**config.mk**
```make
export PLATFORM = sky130hd
export DESIGN_NAME = salc_addr_split
export DESIGN_NICKNAME = d
export VERILOG_FILES = /design/src/salc_pkg.sv /design/src/salc_addr_split.sv
export SDC_FILE = /design/constraint.sdc
export NUM_CORES = 1
export LEC_CHECK = 0
export BUFFER_PORTS_ARGS = -buffer_cell sky130_fd_sc_hd__buf_2
export CORE_MARGIN = 1
export CORE_UTILIZATION = 62
export DETAILED_ROUTE_END_ITERATION = 10
export PLACE_DENSITY = 0.95
export SLEW_MARGIN = 20
export SYNTH_ARGS = -nofsm -noshare
export SYNTH_HDL_FRONTEND = slang
export SYNTH_SLANG_ARGS = --single-unit
```
**constraint.sdc**
```tcl
create_clock -name vclk -period 5.9
set_input_delay 0.59 -clock vclk [all_inputs]
set_output_delay 0.59 -clock vclk [all_outputs]
set_load 0.005 [all_outputs]
```
**src/salc_pkg.sv**
```systemverilog
// Shared types and constants for the set-associative LRU cache model.
// Used by salc_addr_split, salc_way_scan and the top module; depends on nothing else.
package salc_pkg;

  localparam int MAX_SET_BITS = 6;
  localparam int MAX_WAYS     = 8;
  localparam int ADDR_WIDTH   = 64;
  localparam int MAX_OFFSET   = 32;

  localparam int SET_W      = (MAX_SET_BITS > 0) ? MAX_SET_BITS : 1;
  localparam int NUM_SETS   = 1 << MAX_SET_BITS;
  localparam int WAY_W      = (MAX_WAYS > 1) ? $clog2(MAX_WAYS) : 1;
  localparam int AGE_W      = WAY_W;
  localparam int CNT_W      = $clog2(MAX_WAYS + 1);
  localparam int TAG_ADDR_W = SET_W + WAY_W;
  localparam int TAG_DEPTH  = NUM_SETS << WAY_W;
  localparam int SHIFT_W    = $clog2(MAX_SET_BITS + MAX_OFFSET + 1);

  // Configuration register widths and indexes.
  localparam int SETB_W = 3;
  localparam int WAYS_W = 4;
  localparam int OFFB_W = 6;
  localparam int CFG_IDX_W  = 2;
  localparam int CFG_DATA_W = 6;
  localparam logic [CFG_IDX_W-1:0] CFG_SET_BITS    = 2'd0;
  localparam logic [CFG_IDX_W-1:0] CFG_WAYS_IN_USE = 2'd1;
  localparam logic [CFG_IDX_W-1:0] CFG_OFFSET_BITS = 2'd2;

  localparam logic [SETB_W-1:0] SETB_RESET = 3'd4;
  localparam logic [WAYS_W-1:0] WAYS_RESET = 4'd1;
  localparam logic [OFFB_W-1:0] OFFB_RESET = 6'd4;

  // Access kinds and result outcomes.
  localparam logic CMD_STORE = 1'b1;
  localparam logic [1:0] OUT_HIT   = 2'd0;
  localparam logic [1:0] OUT_MISS  = 2'd1;
  localparam logic [1:0] OUT_EVICT = 2'd2;

  // Per-set bookkeeping row: valid, dirty and recency rank of each way.
  typedef struct packed {
    logic [MAX_WAYS-1:0]            valid;
    logic [MAX_WAYS-1:0]            dirty;
    logic [MAX_WAYS-1:0][AGE_W-1:0] age;
  } meta_t;

  localparam int META_W = $bits(meta_t);

  typedef struct packed {
    logic             clear;
    logic             step;
    logic [WAY_W-1:0] way;
  } scan_ctl_t;

  typedef struct packed {
    logic             hit;
    logic [WAY_W-1:0] hit_way;
    logic             old_found;
    logic [WAY_W-1:0] old_way;
    logic             free_found;
    logic [WAY_W-1:0] free_way;
    logic [CNT_W-1:0] count;
  } scan_res_t;

endpackage

```
**src/salc_addr_split.sv**
```systemverilog
// Splits an access address into set index and tag under the current configuration.
// Depends on salc_pkg.
module salc_addr_split (
  input  logic [salc_pkg::ADDR_WIDTH-1:0] address,
  input  logic [salc_pkg::SETB_W-1:0]     set_bits,
  input  logic [salc_pkg::OFFB_W-1:0]     offset_bits,
  output logic [salc_pkg::SET_W-1:0]      set_index,
  output logic [salc_pkg::ADDR_WIDTH-1:0] tag
);

  logic [salc_pkg::SHIFT_W-1:0]    sb;
  logic [salc_pkg::SHIFT_W-1:0]    ob;
  logic [salc_pkg::ADDR_WIDTH-1:0] shifted;
  logic [salc_pkg::SET_W-1:0]      mask;

  always_comb begin
    // Out-of-range settings clamp to the largest supported value.
    sb = (salc_pkg::SHIFT_W'(set_bits) > salc_pkg::SHIFT_W'(salc_pkg::MAX_SET_BITS)) ?
         salc_pkg::SHIFT_W'(salc_pkg::MAX_SET_BITS) : salc_pkg::SHIFT_W'(set_bits);
    ob = (salc_pkg::SHIFT_W'(offset_bits) > salc_pkg::SHIFT_W'(salc_pkg::MAX_OFFSET)) ?
         salc_pkg::SHIFT_W'(salc_pkg::MAX_OFFSET) : salc_pkg::SHIFT_W'(offset_bits);
    for (int i = 0; i < salc_pkg::SET_W; i++) begin
      mask[i] = (salc_pkg::SHIFT_W'(i) < sb);
    end
    shifted   = address >> ob;
    set_index = shifted[salc_pkg::SET_W-1:0] & mask;
    tag       = address >> (sb + ob);
  end

endmodule

```
==> metrics.yaml <==
timing:
  max-slew-margin-rel_pct: 31.4
  fmax_ghz: 0.200
  rsz0062_at_grt: "no"
  fin_setup_tns_ns: 0
  setup_viol: 0
  worst_pin_slew_ns: 1.03
  hold_viol: 0
  maxSlewViolCount: 0
  fin_crit_ns: 5.00
  fin_crit_sh_pct: 84.7
place:
  gp_congestion: 1.06
  hpwl_um: 16900
  io_buffers: 143
setup_path:
  crit_family: "buffers and inverters"
  path_class: "in -> out"
  cpMaxStageDelayCell: "ha_2"
  max_stage_delay_ns: 0.70
  arrival_ns: 4.41
  cp.required_ns: 5.31
  cp-end-kind: "output port"
  cp.depth: 13
  startpoint: "offset_bits[5]"
  path_cells: "buf_2 > inv_2 > nand2_4 > inv_2 > ha_4 > ha_2 > buf_12 > mux4_2 > mux2i_1 > mux2_2 > o22ai_1 > a211o_1 > buf_2"
  endpoint: "tag[0]"
  critPathBufInv: 5
  cp-start-kind: "input port"
  cp_max_fo: 43
pwr:
  p_leak_uw: 0.00271
  peakVddDrop_v: 0.000105
  p_per_area_nw_per_um2: 174
finish:
  num-nets-final: 797
  syn_to_final_growth_pct: 13.3
  seq_cell_count: 0
  drive_gt1_share_pct: 42.0
  multi_input_area_um2: 5230
  n_fill_cell: 702
  seqCellArea_um2: 0
  fin_util_pct: 72.2
  diodes: 0
  clock_buffers: 0
synth:
  syn_area_um2: 5560
  synth-seq-area-share_pct: 0
  synth.distinct_cells: 60
  avgSynthCellArea_um2: 8.96
  syn_inst: 620
  syn-num-nets: 696
  synth_warnings: 0
floorplan:
  die_w_um: 96.7
  ioPinCount: 143
  die_h_um: 96.7
  start_util_pct: 63.7
  die-area_um2: 9350
  num_rows: 34
  core_um2: 8720
routing:
  wl_per_cell_um: 26.2
  wirelength_um: 21600
  route.detailed.drc: 0
  vias: 6463
  drtAntennaViolNets: 0
  drt_pass1_iterations: 5
  drtIter0Drc: 834
  vias_per_cell: 7.81
grt:
  grt_pass1_vias: 5987
  antenna_found_initial: 1
  grt_pass1_wl_um: 34200
  grt_usage_pct: 45.7
  grt_start_max_net_pins: 71
  overflow: 0
clock_tree:
  hold_buffers: 0
  post_cts_resized: 0
  post_cts_buffers: 0
run_status:
  run_status: "completed"
hold_path:
  hold_class: "in -> out"
  hold_path_startpoint: "address[37]"
flow_run:
  cap_viol_max_count: 0
==> worst min path at each step <==
stage | depth (start not counted) | slack, ns | endpoint
4_1_cts | 4 | 1.56 | set_index[5]
3_3_place_gp | 4 | 1.56 | set_index[5]
3_5_place_dp | 4 | 1.56 | set_index[5]
2_1_floorplan | 2 | 1.28 | set_index[4]
5_1_grt | 4 | 1.60 | set_index[5]
6_report | 4 | 1.57 | set_index[5]
==> metal layers <==
metal	vias up	GRT usage, %	routed length [µm]
li1	2691	-	-
met1	3076	65.1	8020
met2	609	69.6	9590
met3	87	12.0	3290
met4	0	11.1	751
met5	-	0	0
==> cell families after synthesis <==
logic type                 Yosys count  share of synthesized area, %
adders and majority gates            3                         0.675
muxes                              209                          58.0
buffers and inverters               70                          6.73
xor gates and xnor gates             3                         0.608
AOI/OAI and AO/OA                  136                          17.0
and+or+nand+nor                    199                          17.0
==> synthesized netlist by cell type, drive strengths merged, types with 3 or more instances <==
cell type | n | area, µm²
or2 | 3 | 18.8
nor2b | 5 | 31.3
o211ai | 16 | 148
nand3 | 20 | 100
and2 | 12 | 75.1
inv | 5 | 18.8
clkbuf | 18 | 67.6
buf | 46 | 284
a22oi | 13 | 97.6
a32oi | 3 | 26.3
o221ai | 5 | 43.8
a2111oi | 4 | 41.3
mux4 | 86 | 1940
nor3 | 14 | 70.1
nor2 | 30 | 115
and3 | 10 | 62.6
nand2b | 4 | 32.5
mux2 | 32 | 360
a21oi | 30 | 150
ha | 3 | 37.5
o21ai | 22 | 110
mux2i | 91 | 927
o22ai | 8 | 50.1
a211o | 5 | 43.8
a211oi | 8 | 60.1
a31oi | 7 | 43.8
nand2 | 91 | 349
==> area by class of cell <==
cell class | instances | share of cell area, %
well taps | 108 | 2.14
multi-input cells | 550 | 83.0
inverters | 6 | 0.357
repair buffers | 163 | 14.5
==> where the power goes <==
group | switching, µW | total [µW] | internal (µW)
Sequential | 0 | 0 | 0
Combinational | 623 | 1090 | 472
Clock | 0 | 0 | 0
==> stage by stage <==
| stage | std cells | worst slack (ns) | power, µW | cell area [µm²] | hold WS, ns |
|---|---|---|---|---|---|
| finish | 827 | 0.901 | 1090 | 6300 | 1.57 |
| detailed placement | 827 | 1.02 | 1050 | 6300 | 1.56 |
| global placement | 827 | 1.16 | 1030 | 6300 | 1.56 |
| floorplan | 620 | 2.00 | 722 | 5560 | 1.28 |
| global route | 827 | 0.706 | 1160 | 6300 | 1.60 |
| CTS | 827 | 1.01 | 1060 | 6300 | 1.56 |
==> cell usage in the layout (no fill, tap or decap), drive strengths merged, types with 3 or more instances in the layout <==
master     n
buf      163
mux2i     91
o221ai     5
a22oi     13
mux2      32
mux4      86
and3      10
a21oi     30
nor3      14
nor2b      5
ha         3
a2111oi    4
and2      12
nor2      30
inv        5
a211o      5
a32oi      3
a31oi      7
nand2     91
a211oi     8
o211ai    16
o22ai      8
o21ai     22
nand3     20
nand2b     4
or2        3
(Power assumes the default switching activity.)
